===== src/rtl/tevq_ram.sv =====
module tevq_ram
    #(
    parameter int WIDTH = 8,
    parameter int DEPTH = 64
    )
    (
    input  logic                     clk,
    input  logic                     we,
    input  logic [$clog2(DEPTH)-1:0] waddr,
    input  logic [WIDTH-1:0]         wdata,
    input  logic [$clog2(DEPTH)-1:0] raddr,
    output logic [WIDTH-1:0]         rdata
    );

    logic [WIDTH-1:0] mem [DEPTH];

    always_ff @(posedge clk)
    begin
        if (we)
        begin
            mem[waddr] <= wdata;
        end
        rdata <= mem[raddr];
    end

endmodule


===== config.mk =====
export PLATFORM = sky130hd
export DESIGN_NAME = tevq_ram
export DESIGN_NICKNAME = d
export VERILOG_FILES = /design/src/rtl/tevq_ram.sv
export SDC_FILE = /design/constraint.sdc
export NUM_CORES = 1
export LEC_CHECK = 0
export BUFFER_PORTS_ARGS = -buffer_cell sky130_fd_sc_hd__clkbuf_2
export CORE_MARGIN = 2
export CORE_UTILIZATION = 60
export CTS_BUF_LIST = sky130_fd_sc_hd__clkbuf_2 sky130_fd_sc_hd__clkbuf_4 sky130_fd_sc_hd__clkbuf_8
export CTS_CLUSTER_DIAMETER = 60
export CTS_CLUSTER_SIZE = 12
export DETAILED_ROUTE_END_ITERATION = 12
export PLACE_DENSITY = 0.76
export SLEW_MARGIN = 20
export SYNTH_ARGS = -nofsm -noshare
export SYNTH_HDL_FRONTEND = slang
export SYNTH_SLANG_ARGS = --single-unit
export TNS_END_PERCENT = 5

===== constraint.sdc =====
create_clock -name clk -period 3.1 [get_ports clk]
set_clock_uncertainty 0.2 [all_clocks]
set_input_delay 0.62 -clock clk [delete_from_list [all_inputs] [get_ports clk]]
set_output_delay 0.62 -clock clk [all_outputs]
set_load 0.005 [all_outputs]

==> metrics.txt <==
status=completed; Design Power=12.4 mW; Placer Congestion=0.850; Avg WL per Cell=~28 um; Clock Sink Count=520; Buffers on Ports=29; CTS hold repair buffers=0; largest family of logic cells by synthesized area=multiplexers; Critical R2R Launch=mem[29][6]; Adder-Cell Fraction of Synth Area=0%; die width=187 um; clock latency on the worst-skew pair=approximately 0.6 ns; die area=35100 sq um; IO Pins=30; hold_ws=approximately 0.3 ns; r2r endpoint=rdata[6]; Hold Crit Class=in2reg; RSZ-0062 raised after global routing=no; Leakage=7.17 nW; Final Hold Vio Count=0; vias in the first global route=10.1k; Final HPWL DP=28200 um; synthesis-to-finish area growth=11.0%; worst vdd ir=0.430 mV; post-layout min period=2.56 ns; final setup TNS=0 ns; Core Box Area=about 33000 sq um; maximum fanout along the worst path=24; CTS max path bufs=3; Setup crit start kind=input pin; crit-path cells=buf_4, buf_12, mux4_2, mux2_2, o221a_2, nor3_1, o32ai_1; main area contributors after synthesis=edfxtp_1 76%, mux4_2 14%, nor2_1 1.5%; Max Transition Viols Final=0; PwrDens=552 nW/um^2; Synth Area in XOR/XNOR=0%; post-synthesis cell count=940; syn avg cell area=21.5 sq um; Required @ worst endpoint=3.36 ns; final setup margin=~0.54 ns; FMAX=390 MHz; Yosys warning count=0; initial antenna violation count=0; mux share of post-synthesis cell area=between 10% and 20%; slowest stage delay, CP=about 0.56 ns; # rows=67; Critical Path Sink Type=flip-flop; DRC=0; dpl ws=-0.00684 ns; Vias=10.0k; CTS tree=done; Routed Antenna Nets=0; Final Util=67.3%; drt total wl=approximately 44000 um; sequential area share after synthesis=between 70% and 80%; clock-pin slew on the worst setup and hold paths=0.08 ns; clk root buf=clkbuf_8; Slowest-stage cell, CP=nor3_1; vias per cell=~6.5; Final setup viols=0; first-pass iteration count of the detailed router=6; async set-or-reset flop fraction in the synthesized netlist=0%; TritonCTS Buffers=a little under 50; maxcap violations=0; # Post-CTS Setup Buffers=0; worst hold stages=1; Register-to-Register Path Depth=5; syn nets=962; share of layout cells above drive strength 1=32.2%; cell area after synthesis=20200 sq um; global route total overflow=0; CTS resizes=0; fillcell total=2094; Netlist cell types=40; Hold Path Origin=wdata[6]; Ant. Diodes=0; WS Path Type=in2reg; post-synth top area cell=edfxtp_1; Worst Hold End=mem[0][6]; Starting Density=60.6%; largest net degree at the start of global routing=65; r2r setup slk=0.63 ns; H-tree levels=2; Synth Area in Compound Gates=2.07%; Die Ht=187 um; ys flop type=edfxtp_1; Slew headroom=35.2%; EDFF count, synth=512; #FFs+latches synth=520; arrival time at the worst endpoint=2.82 ns; fin nets=around 1.1k; Synth top area share=76.2%; Final period util=approximately 83%; global-route usage over all layers=25.6%; Slew @ Worst Pin=between 0.9 and 1 ns; DRT iter0 DRCs=1262; global-route wire length before repair=~65000 um; post-synthesis simple-gate area fraction=under 10%
## final cells by class
cell class                      count  area, sq um  share of cell area [%]
Multi-Input combinational cell    369         4320                    19.3
Tap cell                          448          561                    2.50
Timing Repair Buffer              145         1140                    5.11
Clock buffer                       69          825                    3.68
Clock inverter                      1         8.76                  0.0391
Sequential cell                   520        15500                    69.4
## synth_stat cells (all sizes together) (2+ instances only)
cell type  count
edfxtp       512
mux4         126
nor2          83
buf           34
mux2i         23
nand2         19
clkbuf        17
nor2b         14
mux2          13
nand3         13
dfxtp          8
o221ai         8
o22ai          8
nand2b         7
nor3           7
a221oi         6
a211oi         4
o21ai          4
a21oi          3
a22oi          3
nand3b         3
o2111ai        3
o2bb2ai        3
a2111oi        2
nand4          2
nor4           2
o21a           2
o221a          2
o32ai          2
o41ai          2
## worst max path at each step
| stage | from | end | cells after the start |
|---|---|---|---|
| 2_1_floorplan | raddr[1] | rdata[3] | 7 |
| 3_3_place_gp | raddr[2] | rdata[6] | 7 |
| 3_5_place_dp | raddr[2] | rdata[6] | 7 |
| 4_1_cts | raddr[2] | rdata[6] | 7 |
| 5_1_grt | raddr[2] | rdata[6] | 7 |
| 6_report | raddr[2] | rdata[6] | 7 |
## cell usage in the layout, fill, tap and decap left out, types with 14 or more instances in the layout
| cell type | n |
|---|---|
| buf_4 | 110 |
| clkbuf_2 | 24 |
| clkbuf_4 | 20 |
| clkbuf_8 | 50 |
| edfxtp_1 | 512 |
| mux2i_1 | 23 |
| mux4_2 | 126 |
| nand2_1 | 19 |
| nor2_1 | 83 |
| nor2b_1 | 14 |
## cells by family after synthesis
| group | after synthesis |
|---|---|
| mux | 162 |
| simple gates | 153 |
| flops | 520 |
| buf+inv | 51 |
| compound gates | 54 |
## report_power, final
part           total [mW]  internal [mW]  switching (mW)
sequential           7.80           7.77          0.0259
clock                3.80           1.69            2.11
combinational       0.755          0.308           0.447
## worst max-delay path, delay by kind of cell
| family | cells | cell delay [ns] |
|---|---|---|
| compound gates | 2 | 0.44 |
| mux | 2 | 0.62 |
| buf+inv | 2 | 0.57 |
| simple gates | 1 | 0.56 |
## metal layers
metal | GRT usage (%) | wire [um] | vias to the layer above
li1 | - | - | 4182
met1 | 36.8 | 16900 | 5172
met2 | 39.2 | 20800 | 580
met3 | 6.23 | 4450 | 104
met4 | 9.43 | 1590 | 0
met5 | 0 | 0 | -
## sequential cells by signal (all words and copies together) (netlist names)
name / flops
mem: 512
rdata: 8
## metrics by stage
stage	cells	instance area, sq um
floorplan	940	20200
global placement	1482	21600
detailed placement	1482	21600
CTS	1552	22400
global route	1552	22400
finish	1552	22400
Note: power is estimated with default switching activity, not from simulation.
