$ cat config.mk
export PLATFORM = sky130hd
export DESIGN_NAME = tevq_ctrl
export DESIGN_NICKNAME = d
export VERILOG_FILES = /design/src/rtl/tevq_pkg.sv /design/src/rtl/tevq_ctrl.sv
export SDC_FILE = /design/constraint.sdc
export NUM_CORES = 1
export LEC_CHECK = 0
export ABC_AREA = 1
export BUFFER_PORTS_ARGS = -buffer_cell sky130_fd_sc_hd__buf_2
export CAP_MARGIN = 20
export CELL_PAD_IN_SITES_DETAIL_PLACEMENT = 1
export CELL_PAD_IN_SITES_GLOBAL_PLACEMENT = 2
export CORE_ASPECT_RATIO = 1.1
export CORE_MARGIN = 2
export CORE_UTILIZATION = 36
export CTS_CLUSTER_DIAMETER = 40
export DETAILED_ROUTE_END_ITERATION = 10
export HOLD_SLACK_MARGIN = 0.12
export PLACE_DENSITY = 0.88
export SLEW_MARGIN = 0
export SYNTH_ARGS = -nofsm -noshare
export SYNTH_HDL_FRONTEND = slang
export SYNTH_SLANG_ARGS = --single-unit
$ cat constraint.sdc
create_clock -name clk -period 21 [get_ports clk]
set_input_delay 4.2 -clock clk [delete_from_list [all_inputs] [get_ports clk]]
set_output_delay 4.2 -clock clk [all_outputs]
set_load 0.02 [all_outputs]
$ cat src/rtl/tevq_pkg.sv
package tevq_pkg;

    localparam int TABLE_DEPTH_DEF = 64;
    localparam int MAX_FIRES_DEF   = 63;

    localparam logic [2:0] ACT_INSERT = 3'd0;
    localparam logic [2:0] ACT_DEL1   = 3'd1;
    localparam logic [2:0] ACT_DELALL = 3'd2;
    localparam logic [2:0] ACT_QUERY  = 3'd3;
    localparam logic [2:0] ACT_ADV    = 3'd4;

    localparam logic [2:0] KIND_RANGED   = 3'd1;
    localparam logic [2:0] KIND_RANGE_END = 3'd2;
    localparam logic [2:0] KIND_PERIODIC = 3'd3;
    localparam logic [2:0] KIND_DAILY    = 3'd4;

    localparam logic [1:0] ST_DONE  = 2'd0;
    localparam logic [1:0] ST_FULL  = 2'd1;
    localparam logic [1:0] ST_NONE  = 2'd2;
    localparam logic [1:0] ST_DEFER = 2'd3;

    localparam logic [7:0] CFG_HOLD = 8'd0;
    localparam logic [7:0] CFG_DAY  = 8'd1;

    typedef struct packed {
        logic        marked;
        logic [7:0]  cb;
        logic [2:0]  kind;
        logic [31:0] period;
        logic [31:0] param;
        logic [31:0] stamp;
    } entry_t;

    typedef struct packed {
        logic [2:0]  action;
        logic [2:0]  kind;
        logic [7:0]  cb;
        logic [31:0] stamp;
        logic [31:0] param;
        logic [31:0] period;
        logic [31:0] amount;
    } req_t;

    typedef struct packed {
        logic [1:0]  status;
        logic        fired;
        logic [7:0]  cb;
        logic [31:0] param;
        logic [31:0] stamp;
        logic [2:0]  kind;
        logic [31:0] clock_now;
        logic        due;
        logic        more;
        logic        last;
    } res_t;

    typedef struct packed {
        logic        hold;
        logic [19:0] day;
    } cfg_t;

endpackage

$ cat src/rtl/tevq_ctrl.sv
module tevq_ctrl
    import tevq_pkg::*;
    #(
    parameter int TABLE_DEPTH = TABLE_DEPTH_DEF,
    parameter int MAX_FIRES   = MAX_FIRES_DEF,
    localparam int IDX_W = $clog2(TABLE_DEPTH),
    localparam int CNT_W = $clog2(TABLE_DEPTH + 1),
    localparam int K_W   = $clog2(MAX_FIRES + 1)
    )
    (
    input  logic             clk,
    input  logic             rst_n,
    input  logic             in_valid,
    output logic             in_ready,
    input  req_t             req,
    input  cfg_t             cfg,
    output logic             res_valid,
    input  logic             res_ready,
    output res_t             res,
    output logic             ram_we,
    output logic [IDX_W-1:0] ram_waddr,
    output entry_t           ram_wdata,
    output logic [IDX_W-1:0] ram_raddr,
    input  entry_t           ram_rdata
    );

    typedef enum logic [12:0] {
        S_IDLE    = 13'b0000000000001,
        S_INS_RD  = 13'b0000000000010,
        S_INS_EV  = 13'b0000000000100,
        S_CMP_RD  = 13'b0000000001000,
        S_CMP_EV  = 13'b0000000010000,
        S_QRY     = 13'b0000000100000,
        S_ADV_RD  = 13'b0000001000000,
        S_ADV_EV  = 13'b0000010000000,
        S_REPOST  = 13'b0000100000000,
        S_FIRE    = 13'b0001000000000,
        S_ADV_END = 13'b0010000000000,
        S_ADV_FIN = 13'b0100000000000,
        S_DONE    = 13'b1000000000000
    } state_t;

    typedef enum logic [3:0] {
        CM_DEL1   = 4'b0001,
        CM_DELALL = 4'b0010,
        CM_PURGE  = 4'b0100,
        CM_REMOVE = 4'b1000
    } cmode_t;

    localparam logic [CNT_W-1:0] FULL_CNT = CNT_W'(TABLE_DEPTH);
    localparam logic [K_W-1:0]   FIRE_CAP = K_W'(MAX_FIRES);

    state_t            state_reg, state_next;
    cmode_t            mode_reg, mode_next;
    req_t              req_reg, req_next;
    entry_t            ins_reg, ins_next;
    entry_t            fire_reg, fire_next;
    logic [CNT_W-1:0]  count_reg, count_next;
    logic [CNT_W-1:0]  j_reg, j_next;
    logic [CNT_W-1:0]  r_reg, r_next;
    logic [CNT_W-1:0]  w_reg, w_next;
    logic [CNT_W-1:0]  i_reg, i_next;
    logic [K_W-1:0]    k_reg, k_next;
    logic [31:0]       clock_reg, clock_next;
    logic [31:0]       target_reg, target_next;
    logic              pending_reg, pending_next;
    logic              found_reg, found_next;
    logic              more_reg, more_next;
    logic              due_reg, due_next;
    logic [1:0]        status_reg, status_next;

    logic [32:0] sum33;
    logic [32:0] add33;
    logic        match;
    logic        drop;
    entry_t      kept;
    logic        repost_ok;

    always_comb
    begin
        if (fire_reg.kind == KIND_DAILY)
        begin
            add33 = {13'd0, cfg.day};
        end
        else
        begin
            add33 = {1'b0, fire_reg.period};
        end
        sum33 = {1'b0, fire_reg.stamp} + add33;
        repost_ok = !sum33[32] && (sum33[31:0] > fire_reg.stamp) && (count_reg != FULL_CNT)
            && (fire_reg.kind == KIND_RANGED || fire_reg.kind == KIND_PERIODIC
                || fire_reg.kind == KIND_DAILY);
    end

    always_comb
    begin
        match = 1'b0;
        drop  = 1'b0;
        kept  = ram_rdata;
        case (mode_reg)
            CM_DEL1:
            begin
                match = !found_reg && ram_rdata.cb == req_reg.cb
                    && ram_rdata.param == req_reg.param && !ram_rdata.marked;
            end
            CM_DELALL:
            begin
                match = ram_rdata.cb == req_reg.cb && !ram_rdata.marked;
            end
            CM_PURGE:
            begin
                drop = ram_rdata.marked;
            end
            CM_REMOVE:
            begin
                drop = (r_reg == i_reg);
            end
            default:
            begin
                drop = 1'b0;
            end
        endcase
        if (match)
        begin
            if (cfg.hold)
            begin
                kept.marked = 1'b1;
            end
            else
            begin
                drop = 1'b1;
            end
        end
    end

    always_comb
    begin
        state_next   = state_reg;
        mode_next    = mode_reg;
        req_next     = req_reg;
        ins_next     = ins_reg;
        fire_next    = fire_reg;
        count_next   = count_reg;
        j_next       = j_reg;
        r_next       = r_reg;
        w_next       = w_reg;
        i_next       = i_reg;
        k_next       = k_reg;
        clock_next   = clock_reg;
        target_next  = target_reg;
        pending_next = pending_reg;
        found_next   = found_reg;
        more_next    = more_reg;
        due_next     = due_reg;
        status_next  = status_reg;
        ram_we       = 1'b0;
        ram_waddr    = '0;
        ram_wdata    = ins_reg;
        ram_raddr    = '0;
        in_ready     = (state_reg == S_IDLE);
        res_valid    = 1'b0;
        res          = '0;
        res.clock_now = clock_reg;

        case (state_reg)
            S_IDLE:
            begin
                if (in_valid)
                begin
                    req_next    = req;
                    status_next = ST_DONE;
                    due_next    = 1'b0;
                    more_next   = 1'b0;
                    found_next  = 1'b0;
                    case (req.action)
                        ACT_INSERT:
                        begin
                            if (count_reg == FULL_CNT)
                            begin
                                status_next = ST_FULL;
                                state_next  = S_DONE;
                            end
                            else
                            begin
                                ins_next = {1'b0, req.cb, req.kind, req.period, req.param,
                                            req.stamp};
                                j_next     = count_reg;
                                state_next = S_INS_RD;
                            end
                        end
                        ACT_DEL1, ACT_DELALL:
                        begin
                            mode_next   = (req.action == ACT_DEL1) ? CM_DEL1 : CM_DELALL;
                            status_next = ST_NONE;
                            r_next      = '0;
                            w_next      = '0;
                            state_next  = S_CMP_RD;
                        end
                        ACT_QUERY:
                        begin
                            state_next = (count_reg == '0) ? S_DONE : S_QRY;
                        end
                        ACT_ADV:
                        begin
                            if ({1'b0, clock_reg} + {1'b0, req.amount} > 33'hFFFFFFFF)
                            begin
                                target_next = 32'hFFFFFFFF;
                            end
                            else
                            begin
                                target_next = clock_reg + req.amount;
                            end
                            i_next     = '0;
                            k_next     = '0;
                            state_next = S_ADV_RD;
                        end
                        default:
                        begin
                            state_next = S_DONE;
                        end
                    endcase
                end
            end
            S_QRY:
            begin
                due_next   = ({1'b0, ram_rdata.stamp} <= {1'b0, clock_reg} + {1'b0, req_reg.amount});
                state_next = S_DONE;
            end
            S_INS_RD:
            begin
                if (j_reg == '0)
                begin
                    ram_we     = 1'b1;
                    ram_waddr  = '0;
                    ram_wdata  = ins_reg;
                    count_next = count_reg + 1'b1;
                    state_next = (req_reg.action == ACT_ADV) ? S_FIRE : S_DONE;
                end
                else
                begin
                    ram_raddr  = IDX_W'(j_reg - 1'b1);
                    state_next = S_INS_EV;
                end
            end
            S_INS_EV:
            begin
                ram_we    = 1'b1;
                ram_waddr = IDX_W'(j_reg);
                if (ram_rdata.stamp > ins_reg.stamp)
                begin
                    ram_wdata  = ram_rdata;
                    j_next     = j_reg - 1'b1;
                    state_next = S_INS_RD;
                end
                else
                begin
                    ram_wdata  = ins_reg;
                    count_next = count_reg + 1'b1;
                    state_next = (req_reg.action == ACT_ADV) ? S_FIRE : S_DONE;
                end
            end
            S_CMP_RD:
            begin
                if (r_reg == count_reg)
                begin
                    count_next = w_reg;
                    case (mode_reg)
                        CM_PURGE:
                        begin
                            pending_next = 1'b0;
                            state_next   = S_ADV_FIN;
                        end
                        CM_REMOVE:
                        begin
                            state_next = S_REPOST;
                        end
                        default:
                        begin
                            state_next = S_DONE;
                        end
                    endcase
                end
                else
                begin
                    ram_raddr  = IDX_W'(r_reg);
                    state_next = S_CMP_EV;
                end
            end
            S_CMP_EV:
            begin
                if (match)
                begin
                    found_next = 1'b1;
                    if (cfg.hold)
                    begin
                        status_next  = ST_DEFER;
                        pending_next = 1'b1;
                    end
                    else
                    begin
                        status_next = ST_DONE;
                    end
                end
                if (!drop)
                begin
                    ram_we    = 1'b1;
                    ram_waddr = IDX_W'(w_reg);
                    ram_wdata = kept;
                    w_next    = w_reg + 1'b1;
                end
                r_next     = r_reg + 1'b1;
                state_next = S_CMP_RD;
            end
            S_ADV_RD:
            begin
                if (i_reg == count_reg)
                begin
                    state_next = S_ADV_END;
                end
                else
                begin
                    ram_raddr  = IDX_W'(i_reg);
                    state_next = S_ADV_EV;
                end
            end
            S_ADV_EV:
            begin
                if (ram_rdata.stamp > target_reg)
                begin
                    state_next = S_ADV_END;
                end
                else if (ram_rdata.marked)
                begin
                    if (ram_rdata.stamp > clock_reg)
                    begin
                        clock_next = ram_rdata.stamp;
                    end
                    i_next     = i_reg + 1'b1;
                    state_next = S_ADV_RD;
                end
                else if (k_reg == FIRE_CAP)
                begin
                    more_next  = 1'b1;
                    state_next = S_ADV_END;
                end
                else
                begin
                    if (ram_rdata.stamp > clock_reg)
                    begin
                        clock_next = ram_rdata.stamp;
                    end
                    fire_next  = ram_rdata;
                    mode_next  = CM_REMOVE;
                    r_next     = i_reg;
                    w_next     = i_reg;
                    state_next = S_CMP_RD;
                end
            end
            S_REPOST:
            begin
                if (repost_ok)
                begin
                    ins_next.marked = 1'b0;
                    ins_next.cb     = fire_reg.cb;
                    ins_next.param  = fire_reg.param;
                    ins_next.stamp  = sum33[31:0];
                    if (fire_reg.kind == KIND_PERIODIC)
                    begin
                        ins_next.kind   = KIND_PERIODIC;
                        ins_next.period = fire_reg.period;
                    end
                    else
                    begin
                        ins_next.kind   = (fire_reg.kind == KIND_RANGED) ? KIND_RANGE_END
                                                                         : KIND_DAILY;
                        ins_next.period = '0;
                    end
                    j_next     = count_reg;
                    state_next = S_INS_RD;
                end
                else
                begin
                    state_next = S_FIRE;
                end
            end
            S_FIRE:
            begin
                res_valid  = 1'b1;
                res.fired  = 1'b1;
                res.cb     = fire_reg.cb;
                res.param  = fire_reg.param;
                res.stamp  = fire_reg.stamp;
                res.kind   = fire_reg.kind;
                if (res_ready)
                begin
                    k_next     = k_reg + 1'b1;
                    state_next = S_ADV_RD;
                end
            end
            S_ADV_END:
            begin
                if (pending_reg)
                begin
                    mode_next  = CM_PURGE;
                    r_next     = '0;
                    w_next     = '0;
                    state_next = S_CMP_RD;
                end
                else
                begin
                    state_next = S_ADV_FIN;
                end
            end
            S_ADV_FIN:
            begin
                if (!more_reg)
                begin
                    clock_next = target_reg;
                end
                state_next = S_DONE;
            end
            S_DONE:
            begin
                res_valid  = 1'b1;
                res.status = status_reg;
                res.due    = due_reg;
                res.more   = more_reg;
                res.last   = 1'b1;
                if (res_ready)
                begin
                    state_next = S_IDLE;
                end
            end
            default:
            begin
                state_next = S_IDLE;
            end
        endcase
    end

    always_ff @(posedge clk or negedge rst_n)
    begin
        if (!rst_n)
        begin
            state_reg   <= S_IDLE;
            mode_reg    <= CM_DEL1;
            count_reg   <= '0;
            clock_reg   <= '0;
            pending_reg <= 1'b0;
            k_reg       <= '0;
            i_reg       <= '0;
            j_reg       <= '0;
            r_reg       <= '0;
            w_reg       <= '0;
            found_reg   <= 1'b0;
            more_reg    <= 1'b0;
            due_reg     <= 1'b0;
            status_reg  <= ST_DONE;
        end
        else
        begin
            state_reg   <= state_next;
            mode_reg    <= mode_next;
            count_reg   <= count_next;
            clock_reg   <= clock_next;
            pending_reg <= pending_next;
            k_reg       <= k_next;
            i_reg       <= i_next;
            j_reg       <= j_next;
            r_reg       <= r_next;
            w_reg       <= w_next;
            found_reg   <= found_next;
            more_reg    <= more_next;
            due_reg     <= due_next;
            status_reg  <= status_next;
        end
    end

    always_ff @(posedge clk)
    begin
        req_reg    <= req_next;
        ins_reg    <= ins_next;
        fire_reg   <= fire_next;
        target_reg <= target_next;
    end

endmodule

==> flow_results.xml, run 1 <==
<?xml version="1.0" encoding="UTF-8"?>
<metrics>
  <group name="outcome">
    <metric name="status" unit="">complete, no violations</metric>
  </group>
  <group name="worst_setup_path">
    <metric name="critical_path.max_fanout" unit="">75</metric>
    <metric name="worstReg2RegStart" unit="">fire_reg[97]</metric>
    <metric name="worst-setup-path-type" unit="">input pin to output pin</metric>
    <metric name="reg2reg_depth" unit="">28</metric>
    <metric name="rr_endpoint" unit="">ins_reg[76]</metric>
    <metric name="cp-end-kind" unit="">output pin</metric>
    <metric name="worstSetupStartpointType" unit="">input pin</metric>
    <metric name="worst_ep_required_time" unit="ns">16.80</metric>
    <metric name="critical_path_arrival" unit="ns">8.36</metric>
    <metric name="rrSetupSlack" unit="ns">13.59</metric>
  </group>
  <group name="detailed_routing">
    <metric name="met3_wirelength" unit="mm">6.14</metric>
    <metric name="detail_route.wl_per_cell" unit="um">21.6</metric>
    <metric name="highest_signal_layer" unit="">met5</metric>
    <metric name="finalWirelength" unit="mm">114</metric>
    <metric name="drt_iter0_drc" unit="">1501</metric>
    <metric name="remaining_drc_errors" unit="">0</metric>
    <metric name="vias_after_detailed_routing" unit="">27400</metric>
    <metric name="met2_wirelength" unit="mm">55.0</metric>
    <metric name="post_drt_via_cell_ratio" unit="">5.21</metric>
    <metric name="wl_met1" unit="mm">48.9</metric>
    <metric name="count_of_nets_left_with_antenna_violations_after_detail_routing" unit="">0</metric>
    <metric name="drt_pass1_iterations" unit="">7</metric>
  </group>
  <group name="yosys">
    <metric name="synth_fp_nets" unit="">4166</metric>
    <metric name="synth.area.top_cells" unit="">sky130_fd_sc_hd__edfxtp_1 33%, sky130_fd_sc_hd__nand2_1 13%, sky130_fd_sc_hd__ha_1 11%, sky130_fd_sc_hd__dfrtp_1 8.1%, sky130_fd_sc_hd__inv_1 6.0%</metric>
    <metric name="ys_seq_elements" unit="">417</metric>
    <metric name="number_of_synthesis_warnings" unit="">0</metric>
    <metric name="post-synth-top-count-cell" unit="">sky130_fd_sc_hd__nand2_1</metric>
    <metric name="synthDominantCellAreaShare" unit="%">33.1</metric>
    <metric name="commonest_cells_post_synth" unit="">995 x sky130_fd_sc_hd__nand2_1, 467 x sky130_fd_sc_hd__inv_1, 321 x sky130_fd_sc_hd__edfxtp_1</metric>
    <metric name="yosysUniqueCellTypes" unit="">70</metric>
    <metric name="mean_post_synth_cell_area" unit="sq um">8.03</metric>
    <metric name="synth-edff-count" unit="">321</metric>
    <metric name="synth.largest_area_cell" unit="">sky130_fd_sc_hd__edfxtp_1</metric>
    <metric name="synthesis.area" unit="sq um">29100</metric>
    <metric name="syn_inst" unit="">3625</metric>
    <metric name="synth.yosys.seq_area_share" unit="%">41.4</metric>
    <metric name="synth-async-reset-ratio" unit="%">23.0</metric>
    <metric name="synthFlopType" unit="">sky130_fd_sc_hd__edfxtp_1</metric>
  </group>
  <group name="cts">
    <metric name="cts_setup_buffers" unit="">0</metric>
    <metric name="clock_pin_slew_on_the_worst_setup_and_hold_paths" unit="ns">0.05</metric>
    <metric name="cts.repair.resized" unit="">0</metric>
    <metric name="clock_tree.root_cell" unit="">sky130_fd_sc_hd__clkbuf_16</metric>
    <metric name="clock-sinks" unit="">417</metric>
    <metric name="clock_tree.buffer_depth" unit="">3</metric>
    <metric name="post_cts_hold_buffer_count" unit="">0</metric>
    <metric name="htree_num_levels" unit="">3</metric>
    <metric name="clock_tree_from_tritoncts" unit="">done</metric>
    <metric name="cts_inserted_buffers" unit="">77</metric>
    <metric name="worst_skew_pair.late_latency" unit="ns">0.62</metric>
  </group>
  <group name="global_routing">
    <metric name="grt_start_max_net_pins" unit="">107</metric>
    <metric name="grt_pass1_wl" unit="mm">168</metric>
    <metric name="grt_usage" unit="%">26.8</metric>
    <metric name="grt_antenna_before_repair" unit="">20</metric>
    <metric name="grt_remaining_overflow" unit="">0</metric>
    <metric name="first_global_vias" unit="">28200</metric>
  </group>
  <group name="cells_and_area">
    <metric name="multiInputGateArea" unit="sq um">14800</metric>
    <metric name="final_std_cell_area_no_fill" unit="sq um">35300</metric>
    <metric name="fillers" unit="">9889</metric>
    <metric name="final_layout_size_suffix_gt1_share" unit="%">17.6</metric>
    <metric name="final_nets" unit="">4672</metric>
    <metric name="layout-area-overhead-vs-synth" unit="%">21.4</metric>
    <metric name="ff_latch_area" unit="sq um">12000</metric>
  </group>
  <group name="placed_design">
    <metric name="post_dp_cell_area" unit="sq um">32700</metric>
    <metric name="gpl.final_weighted_congestion" unit="">0.938</metric>
    <metric name="dp_hpwl" unit="mm">90.0</metric>
    <metric name="port_buf_inserts" unit="">510</metric>
  </group>
  <group name="timing">
    <metric name="layout_worst_path_cycle_share" unit="%">59.8</metric>
    <metric name="fmaxAchievable" unit="GHz">0.0796</metric>
    <metric name="final.setup_skew" unit="ns">0.0216</metric>
    <metric name="fin_worst_hold_slack" unit="ns">0.493</metric>
    <metric name="final_hold_violations" unit="">0</metric>
    <metric name="setup_repair_after_global_routing_missed_its_margin" unit="">false</metric>
    <metric name="number_of_pins_with_negative_max_slew_slack_in_the_final_report" unit="">0</metric>
    <metric name="timing.setup.tns" unit="ns">0</metric>
    <metric name="max_slew.worst_pin.slew" unit="ns">1.09</metric>
    <metric name="period_minus_slack" unit="ns">12.56</metric>
    <metric name="max_slew_margin" unit="%">27.3</metric>
    <metric name="timing.final.setup_violations" unit="">0</metric>
  </group>
  <group name="floorplan">
    <metric name="die_w" unit="um">275</metric>
    <metric name="initial_core_util" unit="%">36.3</metric>
    <metric name="floorplan.die.height" unit="um">302</metric>
    <metric name="boundaryPins" unit="">511</metric>
    <metric name="die-area" unit="sq um">83100</metric>
    <metric name="rows" unit="">109</metric>
    <metric name="core_area" unit="sq um">80200</metric>
  </group>
  <group name="pwr">
    <metric name="finalPower" unit="W">0.00387</metric>
    <metric name="total_leakage_power" unit="nW">17.2</metric>
    <metric name="power.density" unit="nW/um^2">110</metric>
    <metric name="vdd.ir_drop.worst" unit="mV">0.0634</metric>
  </group>
  <group name="min_path">
    <metric name="min_delay_worst_endpoint" unit="">j_reg[5]</metric>
    <metric name="hold_start" unit="">j_reg[5]</metric>
    <metric name="hold_path.class" unit="">flip-flop to flip-flop</metric>
    <metric name="hold_depth" unit="">2</metric>
  </group>
  <group name="run">
    <metric name="timing.max_cap.violations" unit="">0</metric>
  </group>
</metrics>
==> power by group <==
part / total, W / switching [W] / internal, W
combinational: 0.00136 / 0.000947 / 0.000409
clock: 0.00126 / 0.000480 / 0.000780
sequential: 0.00126 / 0.000110 / 0.00115
total: 0.00387 / 0.00154 / 0.00234
==> per-stage QoR <==
step	instances	utilization, %	setup slack [ns]
after floorplan	3625	-	10.72
after detailed placement	5106	40.7	8.40
after global routing	5257	44.0	8.24
final	5259	44.0	8.44
after global placement	5106	40.7	8.57
after CTS	5247	44.0	8.40
==> area by class of cell <==
| type | count | area share [%] |
|---|---|---|
| Antenna cell | 12 | 0.0850 |
| Multi-Input combinational cell | 2624 | 41.9 |
| Inverter | 483 | 5.15 |
| Clock inverter | 55 | 1.59 |
| Timing Repair Buffer | 528 | 7.62 |
| Tap cell | 1054 | 3.73 |
| Sequential cell | 417 | 34.1 |
| Clock buffer | 86 | 5.79 |
==> metal layers <==
metal | track usage [%] | vias up
met4 | 9.55 | 20
met3 | 4.42 | 183
met1 | 33.7 | 13300
li1 | - | 13200
met2 | 46.1 | 711
met5 | 0 | -
==> cells in the final DEF (no fill, tap or decap), types with 94 or more instances in the layout <==
cell                         n
sky130_fd_sc_hd__o21ai_0   253
sky130_fd_sc_hd__buf_2     509
sky130_fd_sc_hd__nand2_1   994
sky130_fd_sc_hd__edfxtp_1  321
sky130_fd_sc_hd__a21oi_1   200
sky130_fd_sc_hd__nand3_1   180
sky130_fd_sc_hd__ha_1      263
sky130_fd_sc_hd__nor2_1    275
sky130_fd_sc_hd__dfrtp_1    94
sky130_fd_sc_hd__inv_1     467
==> cell families (layout without fill, tap and decap cells) <==
group / Yosys count / count (layout) / synth area share (%)
other: 0 / 12 / 0
adder cells (fa/ha/maj): 266 / 266 / 11.5
AND/OR/NAND/NOR: 1614 / 1614 / 23.5
XOR/XNOR: 118 / 118 / 3.55
flip-flops: 417 / 417 / 41.4
buffers and inverters: 584 / 1152 / 8.01
AO/OA/AOI/OAI: 626 / 626 / 12.0
==> how the worst max path moves through the flow <==
stage | from | to | slack, ns | cells after the start
after floorplan | ram_rdata[31] | ram_wdata[16] | 10.72 | 9
after global placement | ram_rdata[31] | ram_wdata[19] | 8.57 | 13
after detailed placement | ram_rdata[31] | ram_wdata[21] | 8.40 | 13
after CTS | ram_rdata[31] | ram_wdata[21] | 8.40 | 13
after global routing | ram_rdata[31] | ram_wdata[21] | 8.24 | 13
final | ram_rdata[31] | ram_wdata[21] | 8.44 | 13
==> worst max-delay path, cell delays in order <==
cell and delay, ns:
sky130_fd_sc_hd__buf_2 0.18, sky130_fd_sc_hd__ha_1 0.33, sky130_fd_sc_hd__nand2_1 0.10, sky130_fd_sc_hd__nor4_2 0.40, sky130_fd_sc_hd__and3_1 0.29, sky130_fd_sc_hd__nand2_1 0.10
sky130_fd_sc_hd__nand2_1 0.12, sky130_fd_sc_hd__nand3_4 0.47, sky130_fd_sc_hd__nand2_4 0.83, sky130_fd_sc_hd__buf_4 0.74, sky130_fd_sc_hd__nand2_1 0.13, sky130_fd_sc_hd__o21ai_0 0.15
sky130_fd_sc_hd__buf_2 0.21
Note: power is estimated with default switching activity, not from simulation.
==> run 2, diff against run 1 <==
--- a/config.mk
+++ b/config.mk
@@ -5,18 +5,18 @@
 export SDC_FILE = /design/constraint.sdc
 export NUM_CORES = 1
 export LEC_CHECK = 0
-export ABC_AREA = 1
+export ABC_AREA = 0
 export BUFFER_PORTS_ARGS = -buffer_cell sky130_fd_sc_hd__buf_2
 export CAP_MARGIN = 20
 export CELL_PAD_IN_SITES_DETAIL_PLACEMENT = 1
 export CELL_PAD_IN_SITES_GLOBAL_PLACEMENT = 2
 export CORE_ASPECT_RATIO = 1.1
 export CORE_MARGIN = 2
-export CORE_UTILIZATION = 36
+export CORE_UTILIZATION = 33
 export CTS_CLUSTER_DIAMETER = 40
 export DETAILED_ROUTE_END_ITERATION = 10
 export HOLD_SLACK_MARGIN = 0.12
-export PLACE_DENSITY = 0.88
+export PLACE_DENSITY = 0.79
 export SLEW_MARGIN = 0
 export SYNTH_ARGS = -nofsm -noshare
 export SYNTH_HDL_FRONTEND = slang
==> constraint.sdc (replaced) <==
create_clock -name clk -period 10.3 [get_ports clk]
set_input_delay 2.06 -clock clk [delete_from_list [all_inputs] [get_ports clk]]
set_output_delay 2.06 -clock clk [all_outputs]
set_load 0.02 [all_outputs]
==> run 2 against run 1 <==
Against the previous run:
- sequential power is 76% higher
- sequential share of layout area rose by 0.18 points
- register-to-register slack worse by 10 ns
- core utilization decreased by 2.7 points
- hold slack worse by 0.027 ns
- power is 81% higher
- wire length fell by 5.0%
- critical path depth is the same
- clock skew is 0.0082 ns higher
- combinational power grew 37%
- critical path type unchanged
- largest power group is now clock
==> flow_results.xml, run 2 <==
<?xml version="1.0" encoding="UTF-8"?>
<metrics>
  <group name="worst_setup_path">
    <metric name="critical_path_arrival" unit="ns">6.28</metric>
    <metric name="crit_slowest_cell" unit="">sky130_fd_sc_hd__nand2b_4</metric>
    <metric name="worst-setup-path-type" unit="">input pin to output pin</metric>
    <metric name="worstSetupStartpointType" unit="">input pin</metric>
    <metric name="slowest_delay" unit="ns">0.75</metric>
    <metric name="critPathTopFamily" unit="">compound AO/OA/AOI/OAI gates</metric>
    <metric name="rrSetupSlack" unit="ns">3.32</metric>
    <metric name="worst_ep_required_time" unit="ns">8.24</metric>
    <metric name="timing.critical_path.cells" unit="">buf_2, ha_1, nand3_1, o221a_2, o21ai_0, a21oi_1, a21oi_1, a2bb2oi_2, nand2_1, nand2b_4, buf_4, mux2_2, buf_2</metric>
    <metric name="critical_path.max_fanout" unit="">48</metric>
    <metric name="cp.buffers_inverters" unit="">3</metric>
    <metric name="cp-end-kind" unit="">output pin</metric>
  </group>
  <group name="yosys">
    <metric name="synthFlopType" unit="">sky130_fd_sc_hd__edfxtp_1</metric>
    <metric name="synth.largest_area_cell" unit="">sky130_fd_sc_hd__edfxtp_1</metric>
    <metric name="synth.area.top_cells" unit="">sky130_fd_sc_hd__edfxtp_1 34%, sky130_fd_sc_hd__ha_1 12%, sky130_fd_sc_hd__dfrtp_1 8.3%, sky130_fd_sc_hd__mux2_2 5.1%, sky130_fd_sc_hd__nand2_1 3.8%</metric>
    <metric name="post_synth_mux_area_share" unit="%">7.44</metric>
    <metric name="synth_simple_gate_area_share" unit="%">14.6</metric>
    <metric name="ys_seq_elements" unit="">417</metric>
    <metric name="synth_fp_nets" unit="">3299</metric>
    <metric name="synthesis.area" unit="sq um">28400</metric>
    <metric name="synthDominantCellAreaShare" unit="%">34.0</metric>
    <metric name="post_synth_fa_ha_maj_area_fraction" unit="%">11.8</metric>
    <metric name="syn_inst" unit="">2758</metric>
    <metric name="post_synth_xor_area_fraction" unit="%">4.60</metric>
    <metric name="number_of_synthesis_warnings" unit="">0</metric>
    <metric name="synth.yosys.seq_area_share" unit="%">42.5</metric>
    <metric name="commonest_cells_post_synth" unit="">321 x sky130_fd_sc_hd__edfxtp_1, 284 x sky130_fd_sc_hd__nand2_1, 263 x sky130_fd_sc_hd__ha_1</metric>
    <metric name="yosysUniqueCellTypes" unit="">99</metric>
    <metric name="synth-async-reset-ratio" unit="%">23.0</metric>
    <metric name="synth_compound_gate_area_share" unit="%">15.0</metric>
    <metric name="synth_top_family_by_area" unit="">compound AO/OA/AOI/OAI gates</metric>
    <metric name="mean_post_synth_cell_area" unit="sq um">10.3</metric>
    <metric name="post-synth-top-count-cell" unit="">sky130_fd_sc_hd__edfxtp_1</metric>
    <metric name="synth-edff-count" unit="">321</metric>
  </group>
  <group name="detailed_routing">
    <metric name="post_drt_via_cell_ratio" unit="">5.29</metric>
    <metric name="detail_route.wl_per_cell" unit="um">24.0</metric>
    <metric name="count_of_nets_left_with_antenna_violations_after_detail_routing" unit="">0</metric>
    <metric name="remaining_drc_errors" unit="">0</metric>
    <metric name="drt_iter0_drc" unit="">1342</metric>
    <metric name="vias_after_detailed_routing" unit="">23800</metric>
    <metric name="drt_pass1_iterations" unit="">5</metric>
    <metric name="finalWirelength" unit="mm">108</metric>
  </group>
  <group name="global_routing">
    <metric name="use_met3" unit="%">4.13</metric>
    <metric name="grt_remaining_overflow" unit="">0</metric>
    <metric name="grt_start_max_net_pins" unit="">65</metric>
    <metric name="globalRoute.busiestLayer" unit="">met2</metric>
    <metric name="grt_antenna_before_repair" unit="">23</metric>
    <metric name="globalRouteMet1Util" unit="%">31.1</metric>
    <metric name="grt_usage" unit="%">23.9</metric>
    <metric name="first_global_vias" unit="">24800</metric>
    <metric name="grt_pass1_wl" unit="mm">160</metric>
    <metric name="grt.met2_usage" unit="%">39.1</metric>
  </group>
  <group name="pwr">
    <metric name="total_leakage_power" unit="nW">15.7</metric>
    <metric name="power.density" unit="nW/um^2">199</metric>
    <metric name="vdd.ir_drop.worst" unit="mV">0.113</metric>
  </group>
  <group name="min_path">
    <metric name="hold_path.class" unit="">flip-flop to flip-flop</metric>
  </group>
  <group name="cts">
    <metric name="clock_tree.root_cell" unit="">sky130_fd_sc_hd__clkbuf_16</metric>
    <metric name="cts_setup_buffers" unit="">0</metric>
    <metric name="cts.repair.resized" unit="">0</metric>
    <metric name="clock_tree.buffer_depth" unit="">3</metric>
    <metric name="clock_tree_from_tritoncts" unit="">done</metric>
    <metric name="clock-sinks" unit="">417</metric>
    <metric name="worst_skew_pair.late_latency" unit="ns">0.64</metric>
    <metric name="post_cts_hold_buffer_count" unit="">0</metric>
    <metric name="htree_num_levels" unit="">3</metric>
    <metric name="clock_pin_slew_on_the_worst_setup_and_hold_paths" unit="ns">0.05</metric>
    <metric name="cts_inserted_buffers" unit="">85</metric>
  </group>
  <group name="placed_design">
    <metric name="gpl.final_weighted_congestion" unit="">0.886</metric>
    <metric name="post_dp_cell_area" unit="sq um">32100</metric>
    <metric name="port_buf_inserts" unit="">510</metric>
    <metric name="dp_cells" unit="">4325</metric>
    <metric name="dp_hpwl" unit="mm">83.9</metric>
  </group>
  <group name="floorplan">
    <metric name="rows" unit="">112</metric>
    <metric name="initial_core_util" unit="%">33.4</metric>
    <metric name="boundaryPins" unit="">511</metric>
    <metric name="die_w" unit="um">284</metric>
    <metric name="core_area" unit="sq um">85100</metric>
    <metric name="floorplan.die.height" unit="um">312</metric>
    <metric name="die-area" unit="sq um">88300</metric>
  </group>
  <group name="timing">
    <metric name="layout_worst_path_cycle_share" unit="%">80.9</metric>
    <metric name="fin_worst_hold_slack" unit="ns">0.466</metric>
    <metric name="final.setup_skew" unit="ns">0.0298</metric>
    <metric name="number_of_pins_with_negative_max_slew_slack_in_the_final_report" unit="">0</metric>
    <metric name="max_slew_margin" unit="%">22.9</metric>
    <metric name="period_minus_slack" unit="ns">8.34</metric>
    <metric name="final_hold_violations" unit="">0</metric>
    <metric name="setup_repair_after_global_routing_missed_its_margin" unit="">false</metric>
    <metric name="fmaxAchievable" unit="GHz">0.120</metric>
    <metric name="timing.setup.tns" unit="ns">0</metric>
    <metric name="timing.final.setup_violations" unit="">0</metric>
    <metric name="max_slew.worst_pin.slew" unit="ns">1.14</metric>
  </group>
  <group name="cells_and_area">
    <metric name="fillers" unit="">9640</metric>
    <metric name="final_layout_size_suffix_gt1_share" unit="%">26.5</metric>
    <metric name="most-common-layout-cells" unit="">509 x sky130_fd_sc_hd__buf_2, 321 x sky130_fd_sc_hd__edfxtp_1, 284 x sky130_fd_sc_hd__nand2_1</metric>
    <metric name="layout-area-overhead-vs-synth" unit="%">23.8</metric>
    <metric name="final_nets" unit="">3813</metric>
    <metric name="final_std_cell_area_no_fill" unit="sq um">35100</metric>
    <metric name="finish.cell_count_without_fillers" unit="">4500</metric>
    <metric name="finalCoreUtilization" unit="%">41.3</metric>
    <metric name="layout.cells.most_common" unit="">sky130_fd_sc_hd__buf_2</metric>
  </group>
  <group name="outcome">
    <metric name="status" unit="">complete, no violations</metric>
  </group>
  <group name="run">
    <metric name="timing.max_cap.violations" unit="">0</metric>
  </group>
</metrics>
run 2: changes by cell type after synthesis, sizes merged, moves of 131 or more:
| cell | change |
|---|---|
| nand2 | -723 |
| inv | -306 |
| o21ai | -184 |
| nor2 | -157 |
| mux2 | +148 |
| nand3 | -131 |
run 2: metal layers:
metal | vias up | wire length, um
li1 | 11200 | -
met1 | 11700 | 47300
met2 | 686 | 50600
met3 | 192 | 5620
met4 | 10 | 4320
met5 | - | 58
run 2: worst paths after layout:
check | startpoint | cells past startpoint | end
max in group asynchronous | rst_n | 2 | clock_reg[31]
worst min register to register | status_reg[1] | 1 | status_reg[1]
worst max-delay path | ram_rdata[12] | 13 | ram_wdata[93]
worst max register to register | fire_reg[97] | 22 | j_reg[4]
min in group asynchronous | rst_n | 1 | count_reg[4]
worst min-delay path | status_reg[1] | 1 | status_reg[1]
run 2: final cells by class:
type                       instances  area [sq um]  area share (%)
tap                             1140          1430            4.06
clock inverter                    67           785            2.23
timing repair buffer             534          2750            7.82
multi-input combinational       2059         15200            43.4
clock buffer                      93          2200            6.26
inverter                         175           658            1.87
antenna                           15          37.5           0.107
sequential                       417         12000            34.3
run 2: logic make-up (layout without fill, tap and decap cells):
family	count (synthesis)	in the layout
and+or+nand+nor	816	816
xor gates and xnor gates	149	149
muxes	185	185
other	0	15
buffers and inverters	282	869
AOI/OAI and AO/OA	643	643
DFF	417	417
adders and majority gates	266	266
run 2: metrics by stage:
step	setup slack [ns]	power, W
global placement	1.96	0.00408
global route	1.63	0.00734
floorplan	1.31	0.00349
detailed placement	1.88	0.00411
finish	1.96	0.00700
CTS	1.86	0.00705
run 2: worst reg2reg max path, stage by stage (launching register included):
cell and delay, ns:
sky130_fd_sc_hd__edfxtp_1 0.45, sky130_fd_sc_hd__nor3b_2 0.23, sky130_fd_sc_hd__buf_4 0.33, sky130_fd_sc_hd__mux2_2 0.44
sky130_fd_sc_hd__ha_1 0.23, sky130_fd_sc_hd__fa_1 0.43, sky130_fd_sc_hd__a211oi_1 0.31, sky130_fd_sc_hd__o21ai_0 0.22
sky130_fd_sc_hd__nand4_1 0.18, sky130_fd_sc_hd__o211ai_2 0.22, sky130_fd_sc_hd__a31oi_1 0.48, sky130_fd_sc_hd__o41ai_1 0.14
sky130_fd_sc_hd__a21oi_1 0.19, sky130_fd_sc_hd__xnor2_1 0.12, sky130_fd_sc_hd__ha_1 0.28, sky130_fd_sc_hd__nand4_1 0.22
sky130_fd_sc_hd__nor4_1 0.59, sky130_fd_sc_hd__a311o_1 0.25, sky130_fd_sc_hd__o21ai_0 0.20, sky130_fd_sc_hd__o31ai_4 0.49
sky130_fd_sc_hd__buf_4 0.49, sky130_fd_sc_hd__mux2i_1 0.15, sky130_fd_sc_hd__a22oi_1 0.21
run 2: report_power, final:
| part | internal, W | switching, W | leakage, nW | total [W] |
|---|---|---|---|---|
| Sequential | 0.00204 | 0.000179 | 4.13 | 0.00222 |
| Combinational | 0.000737 | 0.00114 | 10.1 | 0.00187 |
| Clock | 0.00182 | 0.00108 | 1.44 | 0.00290 |
==> run 3, diff against run 2 <==
==> constraint.sdc (replaced) <==
create_clock -name clk -period 7.52 [get_ports clk]
set_input_delay 1.504 -clock clk [delete_from_list [all_inputs] [get_ports clk]]
set_output_delay 1.504 -clock clk [all_outputs]
set_load 0.02 [all_outputs]
==> run 3 against run 2 <==
Against the previous run:
- combinational power grew 38%
- highest routed layer unchanged
- design area is essentially flat
- non-clock buffer count grew 4
- clock power grew 30%
- critical path type unchanged
- core utilization is essentially flat
- global-route usage grew 0.19 points
==> flow_results.xml, run 3 (synthesized netlist as in run 2, its figures left out) <==
<?xml version="1.0" encoding="UTF-8"?>
<metrics>
  <group name="worst_setup_path">
    <metric name="rrSetupSlack" unit="ns">1.07</metric>
    <metric name="worstReg2RegStart" unit="">fire_reg[96]</metric>
    <metric name="worstSetupStartpointType" unit="">input pin</metric>
    <metric name="startpoint" unit="">ram_rdata[45]</metric>
    <metric name="worst_ep_required_time" unit="ns">6.02</metric>
    <metric name="cp-end-kind" unit="">output pin</metric>
    <metric name="crit_path_frequent_cell" unit="">sky130_fd_sc_hd__buf_2</metric>
    <metric name="slowest_delay" unit="ns">0.66</metric>
    <metric name="crit_slowest_cell" unit="">sky130_fd_sc_hd__nor4_1</metric>
    <metric name="worst-setup-path-type" unit="">input pin to output pin</metric>
    <metric name="critical_path_arrival" unit="ns">5.03</metric>
    <metric name="critical_path.max_fanout" unit="">40</metric>
    <metric name="timing.critical_path.cells" unit="">buf_2, xor2_1, nor4_1, nand4_1, nor3_2, o21ai_2, o21ai_4, nor2b_1, a21oi_4, buf_4, mux2_2, buf_2</metric>
  </group>
  <group name="timing">
    <metric name="final.setup_skew" unit="ns">0.0363</metric>
    <metric name="period_minus_slack" unit="ns">6.53</metric>
    <metric name="fmaxAchievable" unit="GHz">0.153</metric>
    <metric name="number_of_pins_with_negative_max_slew_slack_in_the_final_report" unit="">0</metric>
    <metric name="final_hold_violations" unit="">0</metric>
    <metric name="fin_worst_hold_slack" unit="ns">0.481</metric>
    <metric name="max_slew_margin" unit="%">31.0</metric>
    <metric name="setup_repair_after_global_routing_missed_its_margin" unit="">false</metric>
    <metric name="max_slew.worst_pin.slew" unit="ns">1.03</metric>
    <metric name="timing.final.setup_violations" unit="">0</metric>
    <metric name="layout_worst_path_cycle_share" unit="%">86.9</metric>
  </group>
  <group name="cts">
    <metric name="htree_num_levels" unit="">3</metric>
    <metric name="clock_tree.root_cell" unit="">sky130_fd_sc_hd__clkbuf_16</metric>
    <metric name="clock_pin_slew_on_the_worst_setup_and_hold_paths" unit="ns">0.04</metric>
    <metric name="clock_tree.buffer_depth" unit="">3</metric>
    <metric name="cts.repair.resized" unit="">0</metric>
    <metric name="clock_tree_from_tritoncts" unit="">done</metric>
    <metric name="worst_skew_pair.late_latency" unit="ns">0.63</metric>
    <metric name="clock-sinks" unit="">417</metric>
    <metric name="cts_setup_buffers" unit="">0</metric>
    <metric name="cts_inserted_buffers" unit="">82</metric>
    <metric name="post_cts_hold_buffer_count" unit="">0</metric>
  </group>
  <group name="global_routing">
    <metric name="grt_start_max_net_pins" unit="">81</metric>
    <metric name="grt_remaining_overflow" unit="">0</metric>
    <metric name="grt_antenna_before_repair" unit="">20</metric>
    <metric name="grt_pass1_wl" unit="mm">161</metric>
    <metric name="grt_usage" unit="%">24.1</metric>
    <metric name="first_global_vias" unit="">24900</metric>
  </group>
  <group name="cells_and_area">
    <metric name="most-common-layout-cells" unit="">509 x sky130_fd_sc_hd__buf_2, 321 x sky130_fd_sc_hd__edfxtp_1, 283 x sky130_fd_sc_hd__nand2_1</metric>
    <metric name="layout-area-overhead-vs-synth" unit="%">23.8</metric>
    <metric name="final_nets" unit="">3814</metric>
    <metric name="finalCoreUtilization" unit="%">41.3</metric>
    <metric name="fillers" unit="">9601</metric>
    <metric name="ff_latch_area" unit="sq um">12000</metric>
    <metric name="multiInputGateArea" unit="sq um">15300</metric>
    <metric name="final_layout_size_suffix_gt1_share" unit="%">26.7</metric>
    <metric name="layout.cells.most_common" unit="">sky130_fd_sc_hd__buf_2</metric>
  </group>
  <group name="detailed_routing">
    <metric name="detail_route.wl_per_cell" unit="um">24.2</metric>
    <metric name="count_of_nets_left_with_antenna_violations_after_detail_routing" unit="">0</metric>
    <metric name="drt_pass1_iterations" unit="">5</metric>
    <metric name="vias_after_detailed_routing" unit="">23700</metric>
    <metric name="remaining_drc_errors" unit="">0</metric>
    <metric name="post_drt_via_cell_ratio" unit="">5.29</metric>
    <metric name="drt_iter0_drc" unit="">1443</metric>
    <metric name="finalWirelength" unit="mm">109</metric>
  </group>
  <group name="floorplan">
    <metric name="boundaryPins" unit="">511</metric>
    <metric name="initial_core_util" unit="%">33.4</metric>
    <metric name="floorplan.die.height" unit="um">312</metric>
    <metric name="rows" unit="">112</metric>
    <metric name="die_w" unit="um">284</metric>
    <metric name="core_area" unit="sq um">85100</metric>
    <metric name="die-area" unit="sq um">88300</metric>
  </group>
  <group name="min_path">
    <metric name="hold_path.class" unit="">flip-flop to flip-flop</metric>
    <metric name="hold_start" unit="">status_reg[0]</metric>
  </group>
  <group name="placed_design">
    <metric name="dp_hpwl" unit="mm">85.1</metric>
    <metric name="port_buf_inserts" unit="">510</metric>
    <metric name="gpl.final_weighted_congestion" unit="">0.903</metric>
  </group>
  <group name="pwr">
    <metric name="vdd.ir_drop.worst" unit="mV">0.156</metric>
    <metric name="power.density" unit="nW/um^2">267</metric>
    <metric name="total_leakage_power" unit="nW">15.7</metric>
  </group>
  <group name="run">
    <metric name="timing.max_cap.violations" unit="">0</metric>
  </group>
  <group name="outcome">
    <metric name="status" unit="">complete, no violations</metric>
  </group>
</metrics>
-- run 3: power by group --
group          switching, W  leakage [nW]  internal [W]
Clock               0.00137          1.37       0.00238
Combinational       0.00156          10.2       0.00101
Sequential         0.000241          4.13       0.00280
-- run 3: final cells by class --
class | instances | share of cell area, %
sequential | 417 | 34.3
clock inverter | 56 | 1.72
multi-input combinational | 2059 | 43.7
tap | 1140 | 4.06
timing repair buffer | 538 | 7.98
antenna | 10 | 0.0713
inverter | 175 | 1.87
clock buffer | 96 | 6.29
-- run 3: critical path, delay by kind of cell --
kind                   cells  cell delay, ns
XOR/XNOR                   1            0.14
AND/OR/NAND/NOR            4            1.49
buffers and inverters      3            0.78
AO/OA/AOI/OAI              3            0.63
multiplexers               1            0.43
-- run 3: metrics by stage --
step                total power (W)  std cells  setup TNS (ns)  area [sq um]  setup slack [ns]
floorplan                   0.00479       2758          -43.08         28500            -0.507
global placement            0.00560       4329               0         32300              1.00
detailed placement          0.00565       4329               0         32300             0.889
CTS                         0.00946       4481               0         35100             0.996
global route                0.00984       4489               0         35100             0.686
finish                      0.00938       4491               0         35100             0.986
-- run 3: final timing paths --
path | end | cells past startpoint
worst max register to register | ins_reg[92] | 20
worst min register to register | status_reg[0] | 2
worst max-delay path | ram_wdata[35] | 12
min in group asynchronous | j_reg[1] | 1
worst min-delay path | status_reg[0] | 2
max in group asynchronous | r_reg[1] | 2
-- run 3: layer usage --
layer | track usage, % | vias to the layer above | wire (um) | part of all wire (%)
li1 | - | 11200 | - | -
met1 | 30.9 | 11800 | 47600 | 44
met2 | 41.0 | 607 | 52600 | 48
met3 | 3.89 | 176 | 4990 | 4.6
met4 | 8.44 | 14 | 3520 | 3.2
met5 | 0 | - | 75 | 0.069
